File: config.mk
export PLATFORM = sky130hd
export DESIGN_NAME = settings_record_checker_top_flat
export DESIGN_NICKNAME = d
export VERILOG_FILES = /design/src/rtl/setrec_pkg.sv /design/src/rtl/setrec_if.sv /design/src/rtl/settings_record_checker_top.sv /design/src/flat_wrapper.sv
export VERILOG_INCLUDE_DIRS = /design/src /design/src/rtl
export SDC_FILE = /design/constraint.sdc
export NUM_CORES = 1
export LEC_CHECK = 0
export BUFFER_PORTS_ARGS = -buffer_cell sky130_fd_sc_hd__buf_4
export CORE_MARGIN = 2
export CORE_UTILIZATION = 45
export CTS_CLUSTER_DIAMETER = 60
export CTS_CLUSTER_SIZE = 30
export DETAILED_ROUTE_END_ITERATION = 8
export GPL_ROUTABILITY_DRIVEN = 0
export PLACE_DENSITY = 0.6
export REMOVE_ABC_BUFFERS = 1
export SLEW_MARGIN = 0
export SYNTH_ARGS = -nofsm -noshare
export SYNTH_HDL_FRONTEND = slang
export SYNTH_SLANG_ARGS = --single-unit
File: constraint.sdc
create_clock -name clk_i -period 3.53 [get_ports clk_i]
set_input_delay 0 -clock clk_i [delete_from_list [all_inputs] [get_ports clk_i]]
set_output_delay 0 -clock clk_i [all_outputs]
set_load 0.02 [all_outputs]
File: src/rtl/settings_record_checker_top_macros.svh
// Assertion macros for the settings record checker.
// Each macro expects clk_i in the scope where it is used; SETREC_ASSERT also expects rst_ni.
`ifndef SETTINGS_RECORD_CHECKER_TOP_MACROS_SVH
`define SETTINGS_RECORD_CHECKER_TOP_MACROS_SVH

`ifndef SYNTHESIS
`define SETREC_ASSERT(label, prop) \
  label: assert property (@(posedge clk_i) disable iff (!rst_ni) prop) \
    else $error("settings record checker assertion failed");
`define SETREC_ASSERT_ALWAYS(label, prop) \
  label: assert property (@(posedge clk_i) prop) \
    else $error("settings record checker assertion failed");
`else
`define SETREC_ASSERT(label, prop)
`define SETREC_ASSERT_ALWAYS(label, prop)
`endif

`endif

File: src/rtl/setrec_pkg.sv
package setrec_pkg;

  typedef enum logic [1:0] {
    STATUS_OK          = 2'd0,
    STATUS_BAD_MAGIC   = 2'd1,
    STATUS_BAD_VERSION = 2'd2,
    STATUS_BAD_CRC     = 2'd3
  } status_e;

  localparam logic [15:0] CRC_INIT = 16'hFFFF;
  localparam logic [15:0] CRC_POLY = 16'h1021;

  localparam logic [7:0] MAGIC_FIRST  = 8'h41;
  localparam logic [7:0] MAGIC_SECOND = 8'h44;
  localparam logic [7:0] RECORD_VER   = 8'h01;

  localparam logic [7:0] RATE_MAX    = 8'd2;
  localparam logic [7:0] LEVEL_MAX   = 8'd10;
  localparam logic [7:0] FILTER_MAX  = 8'd7;

  localparam logic [1:0] RATE_DEFAULT   = 2'd0;
  localparam logic [3:0] LEVEL_DEFAULT  = 4'd5;
  localparam logic [2:0] FILTER_DEFAULT = 3'd2;

  localparam logic [3:0] POS_MAGIC_FIRST  = 4'd0;
  localparam logic [3:0] POS_MAGIC_SECOND = 4'd1;
  localparam logic [3:0] POS_VERSION      = 4'd2;
  localparam logic [3:0] POS_RATE         = 4'd3;
  localparam logic [3:0] POS_CHANNEL      = 4'd4;
  localparam logic [3:0] POS_KEY          = 4'd5;
  localparam logic [3:0] POS_DISPLAY      = 4'd6;
  localparam logic [3:0] POS_FILTER       = 4'd7;
  localparam logic [3:0] POS_CRC_LOW      = 4'd14;
  localparam logic [3:0] POS_LAST         = 4'd15;
  localparam logic [3:0] CRC_SPAN         = 4'd14;

  // One byte of CRC-16/CCITT, MSB first, no reflection.
  function automatic logic [15:0] crc_byte(logic [15:0] crc, logic [7:0] data);
    logic [15:0] c;
    c = crc ^ {data, 8'h00};
    for (int i = 0; i < 8; i++) begin
      if (c[15]) begin
        c = {c[14:0], 1'b0} ^ CRC_POLY;
      end else begin
        c = {c[14:0], 1'b0};
      end
    end
    return c;
  endfunction

endpackage

File: src/rtl/setrec_if.sv
interface setrec_in_if;
  logic       valid;
  logic       ready;
  logic [7:0] record_byte;

  modport source (output valid, output record_byte, input ready);
  modport sink   (input valid, input record_byte, output ready);
endinterface

interface setrec_out_if;
  logic       valid;
  logic       ready;
  logic [1:0] status;
  logic [1:0] rate_index;
  logic       second_channel_on;
  logic [3:0] key_brightness;
  logic [3:0] display_brightness;
  logic [2:0] filter_index;

  modport source (
    output valid, output status, output rate_index, output second_channel_on,
    output key_brightness, output display_brightness, output filter_index,
    input ready
  );
  modport sink (
    input valid, input status, input rate_index, input second_channel_on,
    input key_brightness, input display_brightness, input filter_index,
    output ready
  );
endinterface

File: src/rtl/settings_record_checker_top.sv
// The result beat is registered and appears in the cycle after the 16th byte of a record is accepted.
// Throughput: one byte per cycle; the byte-wide CRC update is combinational logic.
// A byte is held back only when it ends a record and the previous result is still waiting.
// Reset is asynchronous and active low; it clears the byte count, the CRC, the check flags
// and the output valid flag, so the checker starts at byte 0 of a new record.
`include "settings_record_checker_top_macros.svh"

module settings_record_checker_top import setrec_pkg::*; (
  input  logic          clk_i,
  input  logic          rst_ni,
  setrec_in_if.sink     rec_i,
  setrec_out_if.source  res_o
);

  logic [3:0]  pos_q, pos_d;
  logic [15:0] crc_q, crc_d;
  logic        magic_q, magic_d;
  logic        version_q, version_d;

  logic [7:0]  rate_q;
  logic        chan_q;
  logic [7:0]  key_q;
  logic [7:0]  disp_q;
  logic [7:0]  filt_q;
  logic [7:0]  crc_low_q;

  logic        out_valid_q;
  status_e     status_q, status_d;
  logic [1:0]  rate_idx_q;
  logic        chan_on_q;
  logic [3:0]  key_br_q;
  logic [3:0]  disp_br_q;
  logic [2:0]  filt_idx_q;

  logic        in_fire;
  logic        out_fire;
  logic        last_byte;
  logic [7:0]  in_byte;
  logic [15:0] stored_crc;

  assign in_byte    = rec_i.record_byte;
  assign last_byte  = (pos_q == POS_LAST);
  assign in_fire    = rec_i.valid && rec_i.ready;
  assign out_fire   = out_valid_q && res_o.ready;
  assign rec_i.ready = !last_byte || !out_valid_q || res_o.ready;
  assign stored_crc = {in_byte, crc_low_q};

  always_comb begin
    pos_d     = pos_q;
    crc_d     = crc_q;
    magic_d   = magic_q;
    version_d = version_q;
    if (in_fire) begin
      if (last_byte) begin
        pos_d     = '0;
        crc_d     = CRC_INIT;
        magic_d   = 1'b1;
        version_d = 1'b1;
      end else begin
        pos_d = pos_q + 4'd1;
        if (pos_q < CRC_SPAN) begin
          crc_d = crc_byte(crc_q, in_byte);
        end
        unique case (pos_q)
          POS_MAGIC_FIRST: begin
            if (in_byte != MAGIC_FIRST) magic_d = 1'b0;
          end
          POS_MAGIC_SECOND: begin
            if (in_byte != MAGIC_SECOND) magic_d = 1'b0;
          end
          POS_VERSION: begin
            if (in_byte != RECORD_VER) version_d = 1'b0;
          end
          default: ;
        endcase
      end
    end
  end

  always_comb begin
    if (!magic_q) begin
      status_d = STATUS_BAD_MAGIC;
    end else if (!version_q) begin
      status_d = STATUS_BAD_VERSION;
    end else if (stored_crc != crc_q) begin
      status_d = STATUS_BAD_CRC;
    end else begin
      status_d = STATUS_OK;
    end
  end

  always_ff @(posedge clk_i or negedge rst_ni) begin
    if (!rst_ni) begin
      pos_q       <= '0;
      crc_q       <= CRC_INIT;
      magic_q     <= 1'b1;
      version_q   <= 1'b1;
      out_valid_q <= 1'b0;
    end else begin
      pos_q     <= pos_d;
      crc_q     <= crc_d;
      magic_q   <= magic_d;
      version_q <= version_d;
      if (in_fire && last_byte) begin
        out_valid_q <= 1'b1;
      end else if (out_fire) begin
        out_valid_q <= 1'b0;
      end
    end
  end

  always_ff @(posedge clk_i) begin
    if (in_fire) begin
      unique case (pos_q)
        POS_RATE:    rate_q    <= in_byte;
        POS_CHANNEL: chan_q    <= (in_byte != 8'd0);
        POS_KEY:     key_q     <= in_byte;
        POS_DISPLAY: disp_q    <= in_byte;
        POS_FILTER:  filt_q    <= in_byte;
        POS_CRC_LOW: crc_low_q <= in_byte;
        default: ;
      endcase
    end
  end

  always_ff @(posedge clk_i) begin
    if (in_fire && last_byte) begin
      status_q <= status_d;
      if (status_d == STATUS_OK) begin
        rate_idx_q <= (rate_q > RATE_MAX) ? RATE_DEFAULT : rate_q[1:0];
        chan_on_q  <= chan_q;
        key_br_q   <= (key_q > LEVEL_MAX) ? LEVEL_MAX[3:0] : key_q[3:0];
        disp_br_q  <= (disp_q > LEVEL_MAX) ? LEVEL_MAX[3:0] : disp_q[3:0];
        filt_idx_q <= (filt_q > FILTER_MAX) ? 3'd0 : filt_q[2:0];
      end else begin
        rate_idx_q <= RATE_DEFAULT;
        chan_on_q  <= 1'b0;
        key_br_q   <= LEVEL_DEFAULT;
        disp_br_q  <= LEVEL_DEFAULT;
        filt_idx_q <= FILTER_DEFAULT;
      end
    end
  end

  assign res_o.valid              = out_valid_q;
  assign res_o.status             = status_q;
  assign res_o.rate_index         = rate_idx_q;
  assign res_o.second_channel_on  = chan_on_q;
  assign res_o.key_brightness     = key_br_q;
  assign res_o.display_brightness = disp_br_q;
  assign res_o.filter_index       = filt_idx_q;

  `SETREC_ASSERT(a_result_follows_last_byte,
    $rose(out_valid_q) |-> $past(in_fire && last_byte))
  `SETREC_ASSERT(a_rearm_after_record,
    (in_fire && last_byte) |=> (pos_q == 4'd0 && crc_q == CRC_INIT && magic_q && version_q))
  `SETREC_ASSERT(a_failed_record_defaults,
    (out_valid_q && status_q != STATUS_OK) |-> (rate_idx_q == RATE_DEFAULT && !chan_on_q && key_br_q == LEVEL_DEFAULT && disp_br_q == LEVEL_DEFAULT && filt_idx_q == FILTER_DEFAULT))
  `SETREC_ASSERT(a_good_record_in_range,
    (out_valid_q && status_q == STATUS_OK) |-> (rate_idx_q <= RATE_MAX[1:0] && key_br_q <= LEVEL_MAX[3:0] && disp_br_q <= LEVEL_MAX[3:0]))
  `SETREC_ASSERT_ALWAYS(a_reset_clears_valid,
    !rst_ni |=> !out_valid_q)

endmodule

File: src/flat_wrapper.sv
// flat-port wrapper written by rule: the top's interface ports become plain ports
module settings_record_checker_top_flat import setrec_pkg::*;
  (clk_i, rst_ni, rec_i_valid, rec_i_record_byte, rec_i_ready, res_o_valid, res_o_status, res_o_rate_index, res_o_second_channel_on, res_o_key_brightness, res_o_display_brightness, res_o_filter_index, res_o_ready);
  setrec_in_if rec_i_i ();
  setrec_out_if res_o_i ();
  input  logic clk_i;
  input  logic rst_ni;
  input wire logic [$bits(rec_i_i.valid)-1:0] rec_i_valid;
  input wire logic [$bits(rec_i_i.record_byte)-1:0] rec_i_record_byte;
  output wire logic [$bits(rec_i_i.ready)-1:0] rec_i_ready;
  output wire logic [$bits(res_o_i.valid)-1:0] res_o_valid;
  output wire logic [$bits(res_o_i.status)-1:0] res_o_status;
  output wire logic [$bits(res_o_i.rate_index)-1:0] res_o_rate_index;
  output wire logic [$bits(res_o_i.second_channel_on)-1:0] res_o_second_channel_on;
  output wire logic [$bits(res_o_i.key_brightness)-1:0] res_o_key_brightness;
  output wire logic [$bits(res_o_i.display_brightness)-1:0] res_o_display_brightness;
  output wire logic [$bits(res_o_i.filter_index)-1:0] res_o_filter_index;
  input wire logic [$bits(res_o_i.ready)-1:0] res_o_ready;
  assign rec_i_i.valid = rec_i_valid;
  assign rec_i_i.record_byte = rec_i_record_byte;
  assign rec_i_ready = rec_i_i.ready;
  assign res_o_valid = res_o_i.valid;
  assign res_o_status = res_o_i.status;
  assign res_o_rate_index = res_o_i.rate_index;
  assign res_o_second_channel_on = res_o_i.second_channel_on;
  assign res_o_key_brightness = res_o_i.key_brightness;
  assign res_o_display_brightness = res_o_i.display_brightness;
  assign res_o_filter_index = res_o_i.filter_index;
  assign res_o_i.ready = res_o_ready;
  settings_record_checker_top u_core (.clk_i(clk_i), .rst_ni(rst_ni), .rec_i(rec_i_i), .res_o(res_o_i));
endmodule
; ---- Yosys cells after proc, flatten, opt, wreduce, memory -nomap -nowiden
; Cells that the tools add are included.
; W data, S select, Z words.
[word_totals]
reg_bits = 80
input_bits = 12
out_inout_bits = 18
word_cells = 122
[op_classes]
addsub = 1
n_lt_le_gt_ge = 5
eq_ne = 15
muxes = 47
bitwise_logic = 10
n_reduce_logical = 26
[ops]
columns = cell, count
row1 = $mux W16, 23
row2 = $mux W13, 8
row3 = $not A3 Y3, 8
row4 = $eq A4 B3 Y1 const B, 4
row5 = $gt A8 B4 Y1 const B, 2
row6 = $ne A16 B16 Y1, 1
row7 = $ne A8 B7 Y1 const B, 2
row8 = $xor A16 B16 Y16, 1
row9 = $reduce_and A2 Y1, 7
row10 = $mux W4, 3
row11 = $eq A4 B2 Y1 const B, 2
row12 = $eq A4 B4 Y1 const B, 2
row13 = $gt A8 B2 Y1 const B, 1
row14 = $gt A8 B3 Y1 const B, 1
row15 = $mux W1, 8
row16 = $mux W2, 4
row17 = $ne A8 B1 Y1 const B, 1
row18 = $reduce_bool A2 Y1, 4
row19 = $reduce_bool A8 Y1, 1
row20 = $ne A3 B1 Y1 const B, 2
row21 = $add A4 B1 Y4 const B, 1
row22 = $eq A4 B1 Y1 const B, 1
row23 = $logic_not A4 Y1, 1
row24 = $lt A4 B4 Y1 const B, 1
row25 = 10 further kinds, 15

; ---- Logic depth before layout (Yosys ltp)
[logic_depth]
ltp_word = 40
ltp_mapped = 7

; ---- Worst setup path before layout
; No wires, ideal clock.
[synth_path]
path_type = reg-to-reg
start = register u_core.crc_q[15]
end = register u_core.disp_br_q[0], in the netlist u_core.res_o.display_brightness[0] (data pin)
arrival_time_ps = 1643
required_time_ps = 3276
slack_ps = 1633
stages_incl_launch_ff = 7
period_less_slack_ps = 1897
path_cell_list = dfstp_2 -> xnor2_2 -> nand4_1 -> or4_4 -> nor3_2 -> buf_4 -> nand2_1
[synth_between]
elab_chain_cells = 5
[synth_lines]
columns = element, line_no
row1 = from (decl), settings_record_checker_top.sv:16  ; logic [15:0] crc_q, crc_d;
row2 = from (signal assigned), settings_record_checker_top.sv:101  ; crc_q <= crc_d;
row3 = $ne A16 B16 Y1, settings_record_checker_top.sv:85  ; end else if (stored_crc != crc_q) begin
row4 = $mux W2, settings_record_checker_top.sv:85
row5 = $mux W2, settings_record_checker_top.sv:83  ; end else if (!version_q) begin
row6 = $mux W2, settings_record_checker_top.sv:81  ; if (!magic_q) begin
row7 = $logic_not A2 Y1, settings_record_checker_top.sv:129  ; if (status_d == STATUS_OK) begin
row8 = to (signal assigned), settings_record_checker_top.sv:133  ; disp_br_q <= (disp_q > LEVEL_MAX) ? LEVEL_MAX[3:0] : disp_q[3:0];
row9 = to (decl), settings_record_checker_top.sv:32  ; logic [3:0] disp_br_q;
; No other way between the ends.
; A chain may end at the register's enable or synchronous reset.

; ---- Worst setup path after layout
[layout_path]
start = register u_core.crc_q[15]
end = register u_core.rate_idx_q[0], in the netlist u_core.res_o.rate_index[0] (data pin)
[layout_between]
elab_chain_cells = 7
[layout_lines]
columns = element, line_no
row1 = $ne A16 B16 Y1, settings_record_checker_top.sv:85
row2 = $mux W2, settings_record_checker_top.sv:85
row3 = $mux W2, settings_record_checker_top.sv:83
row4 = $mux W2, settings_record_checker_top.sv:81
row5 = $logic_not A2 Y1, settings_record_checker_top.sv:129
row6 = $not A1 Y1 (no source line), -
row7 = $reduce_or A2 Y1 (no source line), -
row8 = to (signal assigned), settings_record_checker_top.sv:130  ; rate_idx_q <= (rate_q > RATE_MAX) ? RATE_DEFAULT : rate_q[1:0];
row9 = to (decl), settings_record_checker_top.sv:29  ; logic [1:0] rate_idx_q;
; No other way between the ends.

==> impl_metrics.tcl <==
set metrics [dict create \
    regToRegStartpoint "u_core.crc_q[15]" \
    drc 0 \
    route.met2.wl_um 3020 \
    grt_setup_unrepaired "false" \
    setup.worst_path.end_class "flop" \
    wire_per_inst_um 16.0 \
    initial_standard_cell_utilization_of_the_core_pct 46.3 \
    wl_met3_um 186 \
    num_rows 31 \
    timing.critical_path.slowest_cell_delay_ps 560 \
    postSynth.asyncResetShare_pct 28.7 \
    stdcell_count 392 \
    synth_enable_flop_cells 57 \
    layout-area-overhead-vs-synth_pct 18.7 \
    top_layer_used "met4" \
    port_buffers 29 \
    worstReg2RegEnd "u_core.res_o.rate_index[0]" \
    status "finished clean" \
    worstMarginPinSlew_ps 821 \
    hp-class "input pin to async pin" \
    cts_tree "yes" \
    detail-route-antenna-nets 0 \
    cpMaxStageDelayCell "sky130_fd_sc_hd__dfstp_2" \
    reg2reg_slack_ps 1220 \
    clk_pin_slew_worst_paths_ps 80 \
    post_synth_num_cell_types 36 \
    globalRouteOverflowTotal 0 \
    fp.dieH_um 90.4 \
    htreeDepth 3 \
    layout.cells.most_common_list "sky130_fd_sc_hd__edfxtp_1, sky130_fd_sc_hd__buf_4, sky130_fd_sc_hd__nand2_1, sky130_fd_sc_hd__nor2_1, sky130_fd_sc_hd__dfstp_2" \
    worstPathArrival_ps 2510 \
    postSynthRegisterBits 80 \
    floorplan.die.width_um 90.4 \
    final.hold.worst_slack_ps 87.3 \
    die_area_mm2 0.00817 \
    drive_gt1_share_pct 23.5 \
    path_cells "xnor2_2, nand4_1, or4_4, nor3_2, and4b_1" \
    wl_met1_um 2970 \
    synth_sequential_area_ratio_pct 68.8 \
    placedCellCount 365 \
    clockBufferDepth 2 \
    synth_area_leader_cell "sky130_fd_sc_hd__edfxtp_1" \
    cp_data_required_time_ps 3730 \
    setup_total_negative_slack_ps 0 \
    ys.warnings.count 0 \
    syn_inst_count 242 \
    power_leakage_nw 1.44 \
    startpoint_type "flop" \
    postCtsResizedCells 0 \
    syn_area_per_cell_um2 13.9 \
    post-dp-hpwl_um 4170 \
    worst_ir_drop_vdd_mv 0.424 \
    coreArea_mm2 0.00725 \
    power_density_mw_per_mm2 735 \
    drv_cap 0 \
    fin_crit_ps 2310 \
    drt_pass1_iterations 4 \
    floorplan.io_pins 30 \
    final_setup_fails 0 \
    finalMaxSlewViolations 0 \
    placement.cell_area_mm2 0.00368 \
    synth_largest_type_area_fraction_pct 51.0 \
    antenna_violations_before_repair 0 \
    drt-initial-drc-count 131 \
    layout_commonest_cell "sky130_fd_sc_hd__edfxtp_1" \
    grt.total_usage_pct 16.6 \
    via_count_of_the_first_global_routing_pass 1957 \
    detail_route.wirelength_um 6260 \
    routed-via-count 1985 \
    final_util_pct 54.9 \
    final_design_area_no_fill_mm2 0.00398 \
    numClockSinks 80 \
    clock_tree.root_cell "sky130_fd_sc_hd__clkbuf_8" \
    ys_dominant_reg_cell "sky130_fd_sc_hd__edfxtp_1" \
    mappedNetlistArea_mm2 0.00336 \
    grt_pass1_wl_um 10200 \
    maxSlewHeadroom_pct 45.0 \
    synth_area_leaders "sky130_fd_sc_hd__edfxtp_1, sky130_fd_sc_hd__dfstp_2, sky130_fd_sc_hd__xnor2_1, sky130_fd_sc_hd__dfrtp_1, sky130_fd_sc_hd__xor2_1" \
    critPathMaxFanout 12 \
    finalHoldViolCount 0 \
    worst_clock_skew_ps 11.6 \
    clkLatencyLatePin_ps 350 \
    filler_cell_count 601 \
    worstSetupPathType "flop to flop" \
    post_drt_via_cell_ratio 5.06 \
    worst_reg_to_reg_path_cell_count 5 \
    antenna_cells 0 \
    numCtsBuffers 9 \
    final_net_count 304 \
    largest_net_degree_at_the_start_of_global_routing 24 \
    layout_worst_path_cycle_share_pct 65.4 \
    clock.fmax_ghz 0.433 \
]
## where the power goes
part           internal, W  switching [W]  total, W
Clock             0.000329       0.000337  0.000666
Combinational     0.000383       0.000445  0.000828
Sequential         0.00128       0.000157   0.00143
## layer usage
metal	GRT usage, %	up-vias
met5	0	-
met4	7.69	0
met3	2.84	5
met2	27.0	37
met1	21.8	977
li1	-	966
## logic make-up after synthesis
family	count (synthesis)	synth area share, %
buffers and inverters	10	1.23
adders and majority gates	4	1.49
DFF	80	68.8
AOI/OAI and AO/OA	36	6.90
and+or+nand+nor	77	11.9
muxes	2	0.634
xor gates and xnor gates	33	9.06
## registers in the layout, indices dropped and copies added (netlist names)
register	count
u_core.res_o.status	2
u_core.res_o.rate_index	2
u_core.filt_q	8
u_core.disp_q	8
u_core.version_q	1
u_core.key_q	8
u_core.rate_q	8
u_core.pos_q	4
u_core.crc_low_q	8
u_core.crc_q	16
u_core.res_o.key_brightness	4
u_core.res_o.second_channel_on	1
u_core.chan_q	1
u_core.res_o.filter_index	3
u_core.res_o.valid	1
u_core.magic_q	1
u_core.res_o.display_brightness	4
## per-stage QoR
step	total power [W]	setup WS, ps
after floorplan	0.00206	1530
after global placement	0.00227	1220
after detailed placement	0.00227	1210
after CTS	0.00295	1190
after global routing	0.00310	1040
final	0.00293	1220
## synth_stat cells (2+ instances only)
cell type	count
sky130_fd_sc_hd__a21boi_2	2
sky130_fd_sc_hd__a21oi_1	12
sky130_fd_sc_hd__and2_1	2
sky130_fd_sc_hd__and3_1	8
sky130_fd_sc_hd__and4b_1	2
sky130_fd_sc_hd__clkbuf_1	4
sky130_fd_sc_hd__dfrtp_1	5
sky130_fd_sc_hd__dfstp_2	18
sky130_fd_sc_hd__edfxtp_1	57
sky130_fd_sc_hd__ha_1	4
sky130_fd_sc_hd__inv_1	5
sky130_fd_sc_hd__nand2_1	19
sky130_fd_sc_hd__nand3_1	7
sky130_fd_sc_hd__nand3b_1	2
sky130_fd_sc_hd__nand4_1	2
sky130_fd_sc_hd__nor2_1	18
sky130_fd_sc_hd__nor2b_1	5
sky130_fd_sc_hd__nor4_1	6
sky130_fd_sc_hd__o21a_1	2
sky130_fd_sc_hd__o21ai_0	9
sky130_fd_sc_hd__o22a_1	8
sky130_fd_sc_hd__xnor2_1	17
sky130_fd_sc_hd__xnor2_2	2
sky130_fd_sc_hd__xor2_1	14
## cell type report
cell class	count	area (um2)	share of cell area, %
clock buffer	10	128	3.20
clock inverter	6	70.1	1.76
inverter	5	18.8	0.471
multi-input combinational	152	1010	25.3
sequential	80	2310	58.0
tap	99	124	3.11
timing repair buffer	40	328	8.23
## worst max path at each step
stage	start	to	slack (ps)	depth (start not counted)
global placement	u_core.crc_q[15]	u_core.res_o.rate_index[1]	1220	5
finish	u_core.crc_q[15]	u_core.res_o.rate_index[0]	1220	5
floorplan	u_core.crc_q[15]	u_core.res_o.rate_index[1]	1530	5
detailed placement	u_core.crc_q[15]	u_core.res_o.rate_index[0]	1210	5
global route	u_core.crc_q[15]	u_core.res_o.rate_index[1]	1040	5
CTS	u_core.crc_q[15]	u_core.res_o.rate_index[0]	1190	5
## worst max-delay path: cells and delay by family, from the launching register on
kind,cells,cell delay [ps]
flops,1,560
simple gates,4,1440
xor+xnor,1,170
## timing repair
item / in CTS / in global routing
buffers inserted: 0 / 0
hold buffers: 11 / 0
hold endpoints to repair: 67 / 0
No activity file was read; power rests on OpenSTA's default activity.
